$ cat config.mk
export PLATFORM = sky130hd
export DESIGN_NAME = zk_square_product_verifier
export DESIGN_NICKNAME = d
export VERILOG_FILES = /design/src/rtl/zksq_pkg.sv /design/src/rtl/zksq_modred.sv /design/src/rtl/zksq_dp.sv /design/src/rtl/zksq_ctrl.sv /design/src/rtl/zk_square_product_verifier.sv
export SDC_FILE = /design/constraint.sdc
export NUM_CORES = 2
export LEC_CHECK = 0
export BUFFER_PORTS_ARGS = -buffer_cell sky130_fd_sc_hd__buf_2
export CAP_MARGIN = 20
export CORE_ASPECT_RATIO = 1.4
export CORE_MARGIN = 8
export CORE_UTILIZATION = 43
export CTS_BUF_LIST = sky130_fd_sc_hd__clkbuf_2 sky130_fd_sc_hd__clkbuf_4 sky130_fd_sc_hd__clkbuf_8
export DETAILED_ROUTE_END_ITERATION = 7
export PLACE_DENSITY_LB_ADDON = 0.25
export SLEW_MARGIN = 15
export SYNTH_ARGS = -nofsm -noshare
export SYNTH_HDL_FRONTEND = slang
export SYNTH_SLANG_ARGS = --single-unit
export TNS_END_PERCENT = 10
$ cat constraint.sdc
create_clock -name i_clk -period 11.9 [get_ports i_clk]
set_input_delay 0.595 -clock i_clk [delete_from_list [all_inputs] [get_ports i_clk]]
set_output_delay 0.595 -clock i_clk [all_outputs]
set_load 0.03 [all_outputs]
$ cat src/rtl/zksq_pkg.sv
// Shared types and constants for the square-product verifier.
// Used by the controller, the datapath, the reducer and the top level.
package zksq_pkg;

    localparam int KEY_COUNT_DEF = 8;
    localparam int VAL_W         = 31;
    localparam int PROD_W        = 2 * VAL_W;
    localparam int MASK_W        = 8;
    localparam int MASK_IDX_W    = $clog2(MASK_W);
    localparam int STEP_W        = $clog2(PROD_W + 1);

    localparam logic [VAL_W-1:0]  MOD_RESET = 31'h7FFF_FFFF;
    localparam logic [VAL_W-1:0]  MOD_MIN   = 31'd2;
    localparam logic [STEP_W-1:0] STEPS_VAL  = STEP_W'(VAL_W);
    localparam logic [STEP_W-1:0] STEPS_PROD = STEP_W'(PROD_W);

    typedef enum logic [3:0] {
        S_IDLE,
        S_RGO,
        S_RWAIT,
        S_SQMUL,
        S_SQGO,
        S_SQWAIT,
        S_KCHK,
        S_KRD,
        S_KMUL,
        S_KGO,
        S_KWAIT,
        S_KNEXT,
        S_CMP,
        S_OUT
    } t_state;

    typedef enum logic {
        RED_RESP,
        RED_PROD
    } t_red_src;

    typedef enum logic {
        MUL_SQ,
        MUL_KEY
    } t_mul_src;

    typedef enum logic [1:0] {
        ST_NONE,
        ST_RESP,
        ST_LEFT,
        ST_RIGHT
    } t_store;

    typedef struct packed {
        logic                  load_key;
        logic                  capture;
        logic                  red_start;
        t_red_src              red_src;
        logic                  mul_en;
        t_mul_src              mul_src;
        logic                  key_rd;
        t_store                store;
        logic                  compare;
        logic [MASK_IDX_W-1:0] kidx;
    } t_dp_cmd;

    typedef struct packed {
        logic red_done;
        logic mask_bit;
    } t_dp_stat;

endpackage

$ cat src/rtl/zksq_modred.sv
// Bit-serial modular reducer: one quotient bit per cycle, MSB first.
// Depends on zksq_pkg for widths.
module zksq_modred (
    input  logic                          i_clk,
    input  logic                          i_rst_n,
    input  logic                          i_start,
    input  logic [zksq_pkg::PROD_W-1:0]   i_value,
    input  logic [zksq_pkg::STEP_W-1:0]   i_steps,
    input  logic [zksq_pkg::VAL_W-1:0]    i_modulus,
    output logic                          o_done,
    output logic [zksq_pkg::VAL_W-1:0]    o_rem
);

    logic [zksq_pkg::PROD_W-1:0] r_shift;
    logic [zksq_pkg::VAL_W-1:0]  r_rem;
    logic [zksq_pkg::STEP_W-1:0] r_cnt;
    logic                        r_busy;
    logic                        r_done;

    logic [zksq_pkg::VAL_W:0] w_trial;
    logic [zksq_pkg::VAL_W:0] w_mod;
    logic [zksq_pkg::VAL_W:0] w_diff;
    logic [zksq_pkg::VAL_W-1:0] n_rem;

    assign w_trial = {r_rem, r_shift[zksq_pkg::PROD_W-1]};
    assign w_mod   = {1'b0, i_modulus};
    assign w_diff  = w_trial - w_mod;

    always_comb begin
        if (w_trial >= w_mod) begin
            n_rem = w_diff[zksq_pkg::VAL_W-1:0];
        end else begin
            n_rem = w_trial[zksq_pkg::VAL_W-1:0];
        end
    end

    always_ff @(posedge i_clk) begin
        if (!i_rst_n) begin
            r_busy <= 1'b0;
            r_done <= 1'b0;
            r_cnt  <= '0;
        end else begin
            r_done <= 1'b0;
            if (i_start) begin
                r_busy <= 1'b1;
                r_cnt  <= i_steps;
            end else if (r_busy) begin
                r_cnt <= r_cnt - zksq_pkg::STEP_W'(1);
                if (r_cnt == zksq_pkg::STEP_W'(1)) begin
                    r_busy <= 1'b0;
                    r_done <= 1'b1;
                end
            end
        end
    end

    always_ff @(posedge i_clk) begin
        if (i_start) begin
            r_shift <= i_value;
            r_rem   <= '0;
        end else if (r_busy) begin
            r_shift <= {r_shift[zksq_pkg::PROD_W-2:0], 1'b0};
            r_rem   <= n_rem;
        end
    end

    assign o_done = r_done;
    assign o_rem  = r_rem;

endmodule

$ cat src/rtl/zksq_dp.sv
// Datapath: modulus register, key table, operand registers, multiplier
// and the serial reducer. Depends on zksq_pkg and zksq_modred.
module zksq_dp #(
    parameter int KEY_COUNT = zksq_pkg::KEY_COUNT_DEF
) (
    input  logic                             i_clk,
    input  logic                             i_rst_n,
    input  logic                             i_cfg_wen,
    input  logic [zksq_pkg::VAL_W-1:0]       i_cfg_wdata,
    input  logic [2:0]                       i_key_index,
    input  logic [zksq_pkg::VAL_W-1:0]       i_key_word,
    input  logic [zksq_pkg::VAL_W-1:0]       i_commitment,
    input  logic [zksq_pkg::VAL_W-1:0]       i_response,
    input  logic [zksq_pkg::MASK_W-1:0]      i_challenge_mask,
    input  zksq_pkg::t_dp_cmd                i_cmd,
    output zksq_pkg::t_dp_stat               o_stat,
    output logic                             o_passed
);

    localparam int          KEY_IDX_W = (KEY_COUNT > 1) ? $clog2(KEY_COUNT) : 1;
    localparam logic [31:0] KEY_LIMIT = 32'(KEY_COUNT);

    logic [zksq_pkg::VAL_W-1:0]  r_modulus;
    logic [zksq_pkg::VAL_W-1:0]  r_keys [KEY_COUNT];
    logic [zksq_pkg::VAL_W-1:0]  r_key;
    logic [zksq_pkg::VAL_W-1:0]  r_resp;
    logic [zksq_pkg::VAL_W-1:0]  r_left;
    logic [zksq_pkg::VAL_W-1:0]  r_right;
    logic [zksq_pkg::MASK_W-1:0] r_mask;
    logic [zksq_pkg::PROD_W-1:0] r_prod;
    logic                        r_passed;

    logic [KEY_IDX_W-1:0]        w_wr_addr;
    logic [KEY_IDX_W-1:0]        w_rd_addr;
    logic [zksq_pkg::VAL_W-1:0]  w_mul_a;
    logic [zksq_pkg::VAL_W-1:0]  w_mul_b;
    logic [zksq_pkg::PROD_W-1:0] w_red_in;
    logic [zksq_pkg::STEP_W-1:0] w_red_steps;
    logic                        w_red_done;
    logic [zksq_pkg::VAL_W-1:0]  w_red_rem;

    assign w_wr_addr = KEY_IDX_W'(i_key_index);
    assign w_rd_addr = KEY_IDX_W'(i_cmd.kidx);

    always_ff @(posedge i_clk) begin
        if (!i_rst_n) begin
            r_modulus <= zksq_pkg::MOD_RESET;
        end else if (i_cfg_wen) begin
            // clamp to the smallest usable modulus
            r_modulus <= (i_cfg_wdata < zksq_pkg::MOD_MIN) ? zksq_pkg::MOD_MIN : i_cfg_wdata;
        end
    end

    always_ff @(posedge i_clk) begin
        if (i_cmd.load_key && ({29'b0, i_key_index} < KEY_LIMIT)) begin
            r_keys[w_wr_addr] <= i_key_word;
        end
        if (i_cmd.key_rd) begin
            r_key <= r_keys[w_rd_addr];
        end
    end

    always_comb begin
        case (i_cmd.mul_src)
            zksq_pkg::MUL_SQ: begin
                w_mul_a = r_resp;
                w_mul_b = r_resp;
            end
            default: begin
                w_mul_a = r_right;
                w_mul_b = r_key;
            end
        endcase
    end

    always_comb begin
        case (i_cmd.red_src)
            zksq_pkg::RED_RESP: begin
                // only the upper half carries data, so stop after VAL_W steps
                w_red_in    = {r_resp, {zksq_pkg::VAL_W{1'b0}}};
                w_red_steps = zksq_pkg::STEPS_VAL;
            end
            default: begin
                w_red_in    = r_prod;
                w_red_steps = zksq_pkg::STEPS_PROD;
            end
        endcase
    end

    always_ff @(posedge i_clk) begin
        if (i_cmd.capture) begin
            r_resp  <= i_response;
            r_right <= i_commitment;
            r_mask  <= i_challenge_mask;
        end else begin
            case (i_cmd.store)
                zksq_pkg::ST_RESP:  r_resp  <= w_red_rem;
                zksq_pkg::ST_LEFT:  r_left  <= w_red_rem;
                zksq_pkg::ST_RIGHT: r_right <= w_red_rem;
                default: ;
            endcase
        end
        if (i_cmd.mul_en) begin
            r_prod <= zksq_pkg::PROD_W'(w_mul_a) * zksq_pkg::PROD_W'(w_mul_b);
        end
        if (i_cmd.compare) begin
            r_passed <= (r_left == r_right);
        end
    end

    zksq_modred u_modred (
        .i_clk     (i_clk),
        .i_rst_n   (i_rst_n),
        .i_start   (i_cmd.red_start),
        .i_value   (w_red_in),
        .i_steps   (w_red_steps),
        .i_modulus (r_modulus),
        .o_done    (w_red_done),
        .o_rem     (w_red_rem)
    );

    assign o_stat.red_done = w_red_done;
    assign o_stat.mask_bit = r_mask[i_cmd.kidx];
    assign o_passed        = r_passed;

endmodule

$ cat src/rtl/zksq_ctrl.sv
// Controller state machine: sequences loads and the verify steps.
// Depends on zksq_pkg for the state enum and the command/status structs.
module zksq_ctrl #(
    parameter int KEY_COUNT = zksq_pkg::KEY_COUNT_DEF
) (
    input  logic                i_clk,
    input  logic                i_rst_n,
    input  logic                start,
    input  logic                i_action,
    input  zksq_pkg::t_dp_stat  i_stat,
    output zksq_pkg::t_dp_cmd   o_cmd,
    output logic                busy,
    output logic                o_done
);

    localparam int IW    = zksq_pkg::MASK_IDX_W;
    localparam int LIMIT = (KEY_COUNT < zksq_pkg::MASK_W) ? KEY_COUNT : zksq_pkg::MASK_W;
    localparam logic [IW-1:0] LAST_IDX = IW'(LIMIT - 1);

    zksq_pkg::t_state r_state;
    zksq_pkg::t_state n_state;
    logic [IW-1:0]    r_kidx;
    logic [IW-1:0]    n_kidx;

    always_ff @(posedge i_clk) begin
        if (!i_rst_n) begin
            r_state <= zksq_pkg::S_IDLE;
            r_kidx  <= '0;
        end else begin
            r_state <= n_state;
            r_kidx  <= n_kidx;
        end
    end

    always_comb begin
        n_state = r_state;
        n_kidx  = r_kidx;
        unique case (r_state)
            zksq_pkg::S_IDLE: begin
                n_kidx = '0;
                if (start && i_action) begin
                    n_state = zksq_pkg::S_RGO;
                end
            end
            zksq_pkg::S_RGO:   n_state = zksq_pkg::S_RWAIT;
            zksq_pkg::S_RWAIT: begin
                if (i_stat.red_done) begin
                    n_state = zksq_pkg::S_SQMUL;
                end
            end
            zksq_pkg::S_SQMUL: n_state = zksq_pkg::S_SQGO;
            zksq_pkg::S_SQGO:  n_state = zksq_pkg::S_SQWAIT;
            zksq_pkg::S_SQWAIT: begin
                if (i_stat.red_done) begin
                    n_state = zksq_pkg::S_KCHK;
                end
            end
            zksq_pkg::S_KCHK: begin
                // skip key words whose challenge bit is clear
                n_state = i_stat.mask_bit ? zksq_pkg::S_KRD : zksq_pkg::S_KNEXT;
            end
            zksq_pkg::S_KRD:  n_state = zksq_pkg::S_KMUL;
            zksq_pkg::S_KMUL: n_state = zksq_pkg::S_KGO;
            zksq_pkg::S_KGO:  n_state = zksq_pkg::S_KWAIT;
            zksq_pkg::S_KWAIT: begin
                if (i_stat.red_done) begin
                    n_state = zksq_pkg::S_KNEXT;
                end
            end
            zksq_pkg::S_KNEXT: begin
                if (r_kidx == LAST_IDX) begin
                    n_state = zksq_pkg::S_CMP;
                end else begin
                    n_kidx  = r_kidx + IW'(1);
                    n_state = zksq_pkg::S_KCHK;
                end
            end
            zksq_pkg::S_CMP: n_state = zksq_pkg::S_OUT;
            zksq_pkg::S_OUT: n_state = zksq_pkg::S_IDLE;
            default:         n_state = zksq_pkg::S_IDLE;
        endcase
    end

    always_comb begin
        o_cmd           = '0;
        o_cmd.red_src   = zksq_pkg::RED_PROD;
        o_cmd.mul_src   = zksq_pkg::MUL_KEY;
        o_cmd.store     = zksq_pkg::ST_NONE;
        o_cmd.kidx      = r_kidx;
        busy            = 1'b1;
        o_done          = 1'b0;
        unique case (r_state)
            zksq_pkg::S_IDLE: begin
                busy           = 1'b0;
                o_cmd.load_key = start && !i_action;
                o_cmd.capture  = start && i_action;
            end
            zksq_pkg::S_RGO: begin
                o_cmd.red_start = 1'b1;
                o_cmd.red_src   = zksq_pkg::RED_RESP;
            end
            zksq_pkg::S_RWAIT: begin
                if (i_stat.red_done) begin
                    o_cmd.store = zksq_pkg::ST_RESP;
                end
            end
            zksq_pkg::S_SQMUL: begin
                o_cmd.mul_en  = 1'b1;
                o_cmd.mul_src = zksq_pkg::MUL_SQ;
            end
            zksq_pkg::S_SQGO:  o_cmd.red_start = 1'b1;
            zksq_pkg::S_SQWAIT: begin
                if (i_stat.red_done) begin
                    o_cmd.store = zksq_pkg::ST_LEFT;
                end
            end
            zksq_pkg::S_KRD:  o_cmd.key_rd    = 1'b1;
            zksq_pkg::S_KMUL: o_cmd.mul_en    = 1'b1;
            zksq_pkg::S_KGO:  o_cmd.red_start = 1'b1;
            zksq_pkg::S_KWAIT: begin
                if (i_stat.red_done) begin
                    o_cmd.store = zksq_pkg::ST_RIGHT;
                end
            end
            zksq_pkg::S_CMP: o_cmd.compare = 1'b1;
            zksq_pkg::S_OUT: o_done        = 1'b1;
            default: ;
        endcase
    end

endmodule

$ cat src/rtl/zk_square_product_verifier.sv
// Top level of the square-product identification verifier.
// Depends on zksq_pkg, zksq_ctrl and zksq_dp (which holds zksq_modred).
//
// Drive start with busy low to transfer one item. A load item (action 0)
// is taken in that single cycle, gives no result, and busy stays low. A
// verify item (action 1) raises busy until its result has been shown:
// o_passed is valid for exactly one cycle while o_done is high, and the
// receiver cannot stall it. A verify reduces the response, squares it and
// reduces the square, then checks each key position and, for each set
// challenge bit, multiplies by that key and reduces, then compares; the
// next item can be taken in the cycle after the result cycle. All
// reductions use the shared reducer, which retires one bit per cycle.
// Write the modulus only while busy is low; values below 2
// are stored as 2.
module zk_square_product_verifier #(
    parameter int KEY_COUNT = zksq_pkg::KEY_COUNT_DEF
) (
    input  logic                         i_clk,
    input  logic                         i_rst_n,
    input  logic                         i_cfg_wen,
    input  logic [zksq_pkg::VAL_W-1:0]   i_cfg_wdata,
    input  logic                         start,
    output logic                         busy,
    input  logic                         i_action,
    input  logic [2:0]                   i_key_index,
    input  logic [zksq_pkg::VAL_W-1:0]   i_key_word,
    input  logic [zksq_pkg::VAL_W-1:0]   i_commitment,
    input  logic [zksq_pkg::VAL_W-1:0]   i_response,
    input  logic [zksq_pkg::MASK_W-1:0]  i_challenge_mask,
    output logic                         o_done,
    output logic                         o_passed
);

    zksq_pkg::t_dp_cmd  w_cmd;
    zksq_pkg::t_dp_stat w_stat;

    zksq_ctrl #(
        .KEY_COUNT (KEY_COUNT)
    ) u_ctrl (
        .i_clk    (i_clk),
        .i_rst_n  (i_rst_n),
        .start    (start),
        .i_action (i_action),
        .i_stat   (w_stat),
        .o_cmd    (w_cmd),
        .busy     (busy),
        .o_done   (o_done)
    );

    zksq_dp #(
        .KEY_COUNT (KEY_COUNT)
    ) u_dp (
        .i_clk            (i_clk),
        .i_rst_n          (i_rst_n),
        .i_cfg_wen        (i_cfg_wen),
        .i_cfg_wdata      (i_cfg_wdata),
        .i_key_index      (i_key_index),
        .i_key_word       (i_key_word),
        .i_commitment     (i_commitment),
        .i_response       (i_response),
        .i_challenge_mask (i_challenge_mask),
        .i_cmd            (w_cmd),
        .o_stat           (w_stat),
        .o_passed         (o_passed)
    );

endmodule

Word-level counts from Yosys, hierarchy flattened
Memory sizes are Yosys's and may differ from the RTL's. A register that Yosys moved wholly into a read port is not among the register bits.
Index checks and enable logic that the tools add are counted.
{ "totals": {"reg_bits": 303, "ramBits": 248, "word_cells": 105, "inputBits": 140, "mem_count": 1} }
{ "mem_list": {"columns": ["memory", "depth", "width", "read_ports", "rd_ports_with_merged_regs", "wr", "line", "source"], "rows": [
  ["u_dp.r_keys", 8, 31, 1, 1, 1, "zksq_dp.sv:24", "logic [zksq_pkg::VAL_W-1:0] r_keys [KEY_COUNT];"]
]} }
{ "op_classes": {"n_eq_ne": 24, "addsub": 3, "order_cmp": 3, "multipliers": 1, "n_reduce_logical": 14, "n_bitwise": 3, "n_mux": 42} }
{ "ops": {"columns": ["cell", "n"], "rows": [
  ["$mux W31", 8],
  ["$mux W62", 3],
  ["$mul A31 B31 Y62", 1],
  ["$pmux W4 S13", 1],
  ["$ge A32 B31 Y1", 1],
  ["$eq A31 B31 Y1", 1],
  ["$lt A31 B2 Y1 const B", 1],
  ["$sub A31 B31 Y31", 1],
  ["$eq A4 B4 Y1 const B", 6],
  ["$mux W4", 6],
  ["$mux W6", 3],
  ["$eq A4 B3 Y1 const B", 4],
  ["$mux W1", 14],
  ["$eq A4 B2 Y1 const B", 2],
  ["$ne A2 B1 Y1 const B", 4],
  ["$reduce_bool A2 Y1", 4],
  ["$eq A6 B1 Y1 const B", 1],
  ["$mux W2", 3],
  ["$pmux W2 S3", 1],
  ["$pmux W3 S2", 1],
  ["$reduce_or A3 Y1", 2],
  ["$sub A6 B1 Y6 const B", 1],
  ["$eq A2 B2 Y1 const B", 2],
  ["$eq A4 B1 Y1 const B", 1],
  ["14 further kinds", 18]
]} }

Logic depth before layout (Yosys ltp)
{ "depth": {"depth_word": 5, "mapped_depth": 36, "mapped_depth_nobuf": 31} }

Modules after synthesis
Synthesis repeated with hierarchy kept, for this count alone.
{ "hier_totals": {"cells_unflattened": 5418, "area_unflattened_um2": 56225.2} }
{ "by_module_without_submodules": {"columns": ["module", "cells_each", "seq_area_each_um2", "instances", "area_per_inst_um2"], "rows": [
  ["zksq_dp", 4668, 13923.4, 1, 49162.2],
  ["zksq_modred", 669, 2642.5, 1, 6457.4],
  ["zksq_ctrl", 81, 140.1, 1, 605.6]
]} }

Worst setup path before layout
No wires, ideal clock.
{ "synth_timing": {"path_kind": "register -> register", "start": "register u_ctrl.r_state[0]", "end": "register u_dp.r_prod[60] (netlist name) (data pin)", "slack_ns": 3.456, "synth_period_minus_slack_ns": 8.444, "arrival_ns": 8.186, "path_buffers": 6, "required_ns": 11.642, "stages_incl_launch_ff": 33, "path_cell_list": "dfxtp_1 clkbuf_1 nand2_1 or3_1 clkbuf_1 clkbuf_1 clkbuf_1 a21oi_2 buf_2 nor2_1 fa_1 fa_1 inv_1 fa_1 fa_1 inv_1 fa_1 fa_1 fa_1 inv_1 fa_1 inv_1 ha_1 buf_2 and4_1 a21boi_0 o21ai_0 a21boi_0 o31ai_1 nand2b_1 a41oi_2 o31a_1 xnor2_1"} }
{ "synth_via": {"elab_chain_len": 3} }
{ "synth_lines": {"columns": ["item", "line", "source"], "rows": [
  ["start: declaration", "zksq_ctrl.sv:20", "zksq_pkg::t_state r_state;"],
  ["start signal: assignment", "zksq_ctrl.sv:27", "r_state <= zksq_pkg::S_IDLE;"],
  ["start signal: assignment", "zksq_ctrl.sv:30", "r_state <= n_state;"],
  ["$eq A4 B2 Y1 *", "zksq_ctrl.sv:92", "unique case (r_state)"],
  ["$mux W31", "zksq_dp.sv:64", "case (i_cmd.mul_src)"],
  ["$mul A31 B31 Y62 *", "zksq_dp.sv:104", "r_prod <= zksq_pkg::PROD_W'(w_mul_a) * zksq_pkg::PROD_W'(w_mul_b);"],
  ["end signal: assignment", "zksq_dp.sv:104", null],
  ["end: declaration", "zksq_dp.sv:30", "logic [zksq_pkg::PROD_W-1:0] r_prod;"]
]} }
Every way passes the cells marked *; elsewhere a longest branch is shown, timed or not.
A chain may end at the register's enable or synchronous reset.

Final worst setup path
{ "layout_timing": {"start": "register u_ctrl.r_state[0]", "end": "register u_dp.r_prod[58] (netlist name) (data pin)"} }
Same word-level chain as after synthesis.

==> results.cfg <==
[status]
status = complete, but fails checks
violations = design-rule violations

[die]
die-width_um = 318
coreArea_um2 = 127000
die_height_um = 438
die_area_um2 = 139000
std_cell_rows = 155
initial_core_util = 0.431
ios = 143

[clock_tree]
cts_sinks = 582
cts_tree = done
root_buffer = clkbuf_8
cts_max_level = 3
clk_latency_ns = 0.76
numCtsBuffers = 97
post_cts_buffers = 0
path_clk_slew_ns = 0.07
cts_max_path_buffers = 3

[global_route]
grt_max_degree = 76
grt_usage = 0.267
grt-ovfl-total = 0
grt_pass1_vias = 42400
grt_pass1_wl_um = 274000
antenna_found_initial = 8

[route]
postRouteAntennaNets = 0
vias = 40100
dr.first_iter.drc_count = 3212
wirelength_um = 187000
route.detailed.drc = 5
firstDrtPassIters = 8
post_drt_via_cell_ratio = 5.62
post_drt_wl_per_cell_um = 26.2

[setup_path]
rrSetupSlack_ns = 1.49
cp.required_ns = 12.37
worst-path-max-fanout = 75
cp-end-kind = register
crit_path_max_incr_delay_ns = 0.81
crit_top_cell = fa_1
startpoint_type = register
critPathBufInv = 7
critPathTopFamily = adder cells
arrival_ns = 10.88
cp_slowest_cell = a21oi_2
path_class = register to register

[synth]
yosys.area_share.adder = 0.373
synth_seq_cells = 582
async_reset_ff_frac = 0
syn-instance-count = 5276
synth_compound_area_frac = 0.0675
synthSimpleGateAreaFrac = 0.124
synth_area_um2 = 54800
syn_nets = 6544
yosysSeqAreaShare = 0.305
synth_top_family_by_area = adder cells
avgSynthCellArea_um2 = 10.4
ys_warn_count = 0
synth.distinct_cells = 78
synth_mux_area_frac = 0.0349
synth_top_flop_cell = edfxtp_1
synth_xor_area_frac = 0.0176
synth_edf_count = 505

[timing]
worst_slew_pin_slew_ns = 1.14
fmax_mhz = 96.0
finalCriticalPeriod_ns = 10.41
setup_viol = 0
relSlewSlack = 0.237
slew_violations = 0
finClkSkew_ns = 0.0723
rsz0062_at_grt = false
tns_ns = 0
hold_viol_final = 0
fin_ws_ns = 1.49
timing.hold.ws_ns = 0.0868
timing.final.crit_share = 0.875

[place]
io_buffers = 142
gp_congestion = 0.994
dpl.hpwl_um = 144000
pre_cts_ws_ns = 1.75

[final_layout]
multi_input_area_um2 = 34100
nNetsFinal = 6672
synthToLayoutAreaGrowth_pct = 9.41
layout_common_cells = 883 x nand2_1, 874 x inv_1, 838 x fa_1, 586 x nor2_1, 505 x edfxtp_1
register_area_um2 = 16700
drive_gt1_frac = 0.110
fin_util = 0.472
n_fill_cell = 11800
layout_commonest_cell = nand2_1

[job]
drv_cap = 0

[hold_path]
holdCritPathClass = input port to register
kinds of logic after synthesis:
group | count (synthesis)
and+or+nand+nor | 1680
buffers and inverters | 1127
DFF | 582
xor gates and xnor gates | 110
adders and majority gates | 1128
AOI/OAI and AO/OA | 542
muxes | 107
through the flow:
stage               instance area, um^2  cells
finish                            59900   7136
global route                      59900   7131
CTS                               59900   7131
detailed placement                57900   6945
global placement                  57900   6944
floorplan                         54800   5276
repair_timing:
action / CTS / global route
hold buffers: 8 / 0
hold endpoints to repair: 8 / 0
setup endpoints to repair: 0 / 0
gates resized for setup: 0 / 0
final timing paths:
kind,start,endpoint,cells past startpoint
setup / recovery,u_ctrl.r_state[0],u_dp.r_prod[58],29
hold / removal,i_cfg_wdata[29],u_dp.r_modulus[29],3
setup reg to reg,u_ctrl.r_state[0],u_dp.r_prod[58],29
hold reg to reg,u_dp.r_modulus[8],u_dp.r_modulus[8],2
routing by layer:
metal	share of wire	up-vias	global-route usage
met5	0.00032	-	0
met4	0.090	10	0.187
met3	0.074	704	0.0493
met2	0.49	1899	0.457
met1	0.35	20300	0.300
li1	-	17200	-
synthesized netlist by cell type, types with 16 or more instances:
master	instances	area, um^2
a211oi_1	16	120
a21o_1	55	413
a21oi_1	173	866
a222oi_1	31	310
a22o_1	31	272
and2_1	42	263
buf_1	18	67.6
buf_2	48	240
clkbuf_1	184	691
dfxtp_1	77	1540
edfxtp_1	505	15200
fa_1	838	16800
ha_1	290	3630
inv_1	875	3280
mux2_2	32	360
mux4_2	64	1440
nand2_1	884	3320
nand3_1	22	110
nand4_1	25	156
nor2_1	595	2230
nor3_1	23	115
nor4_1	19	119
o211ai_1	38	285
o21ai_0	68	340
xnor2_1	57	499
xor2_1	53	464
area by class of cell:
| class | instances | share of cell area |
|---|---|---|
| multi-input cells | 3567 | 0.569 |
| flip-flops and latches | 582 | 0.279 |
| inverters | 876 | 0.0549 |
| well taps | 1648 | 0.0344 |
| repair buffers | 280 | 0.0299 |
| clock buffers | 131 | 0.0267 |
| clock inverters | 47 | 0.00603 |
| diodes | 5 | 0.000209 |
worst min-delay path: cells and delay by family:
kind	cells	cell delay [ns]
AOI/OAI and AO/OA	1	0.07
buffers and inverters	1	0.09
and+or+nand+nor	1	0.05
state kept, by name (all words and copies together) (netlist names):
register	count
u_ctrl.r_kidx	3
u_ctrl.r_state	4
u_dp.o_passed	1
u_dp.r_key	31
u_dp.r_keys	248
u_dp.r_left	31
u_dp.r_mask	8
u_dp.r_modulus	31
u_dp.r_prod	62
u_dp.r_resp	31
u_dp.r_right	31
u_dp.u_modred.o_done	1
u_dp.u_modred.o_rem	31
u_dp.u_modred.r_busy	1
u_dp.u_modred.r_cnt	6
u_dp.u_modred.r_shift	62
Power is left out: the tool's default activity adds up to more than one toggle a clock period on the data nets, which glitch-free logic cannot reach.
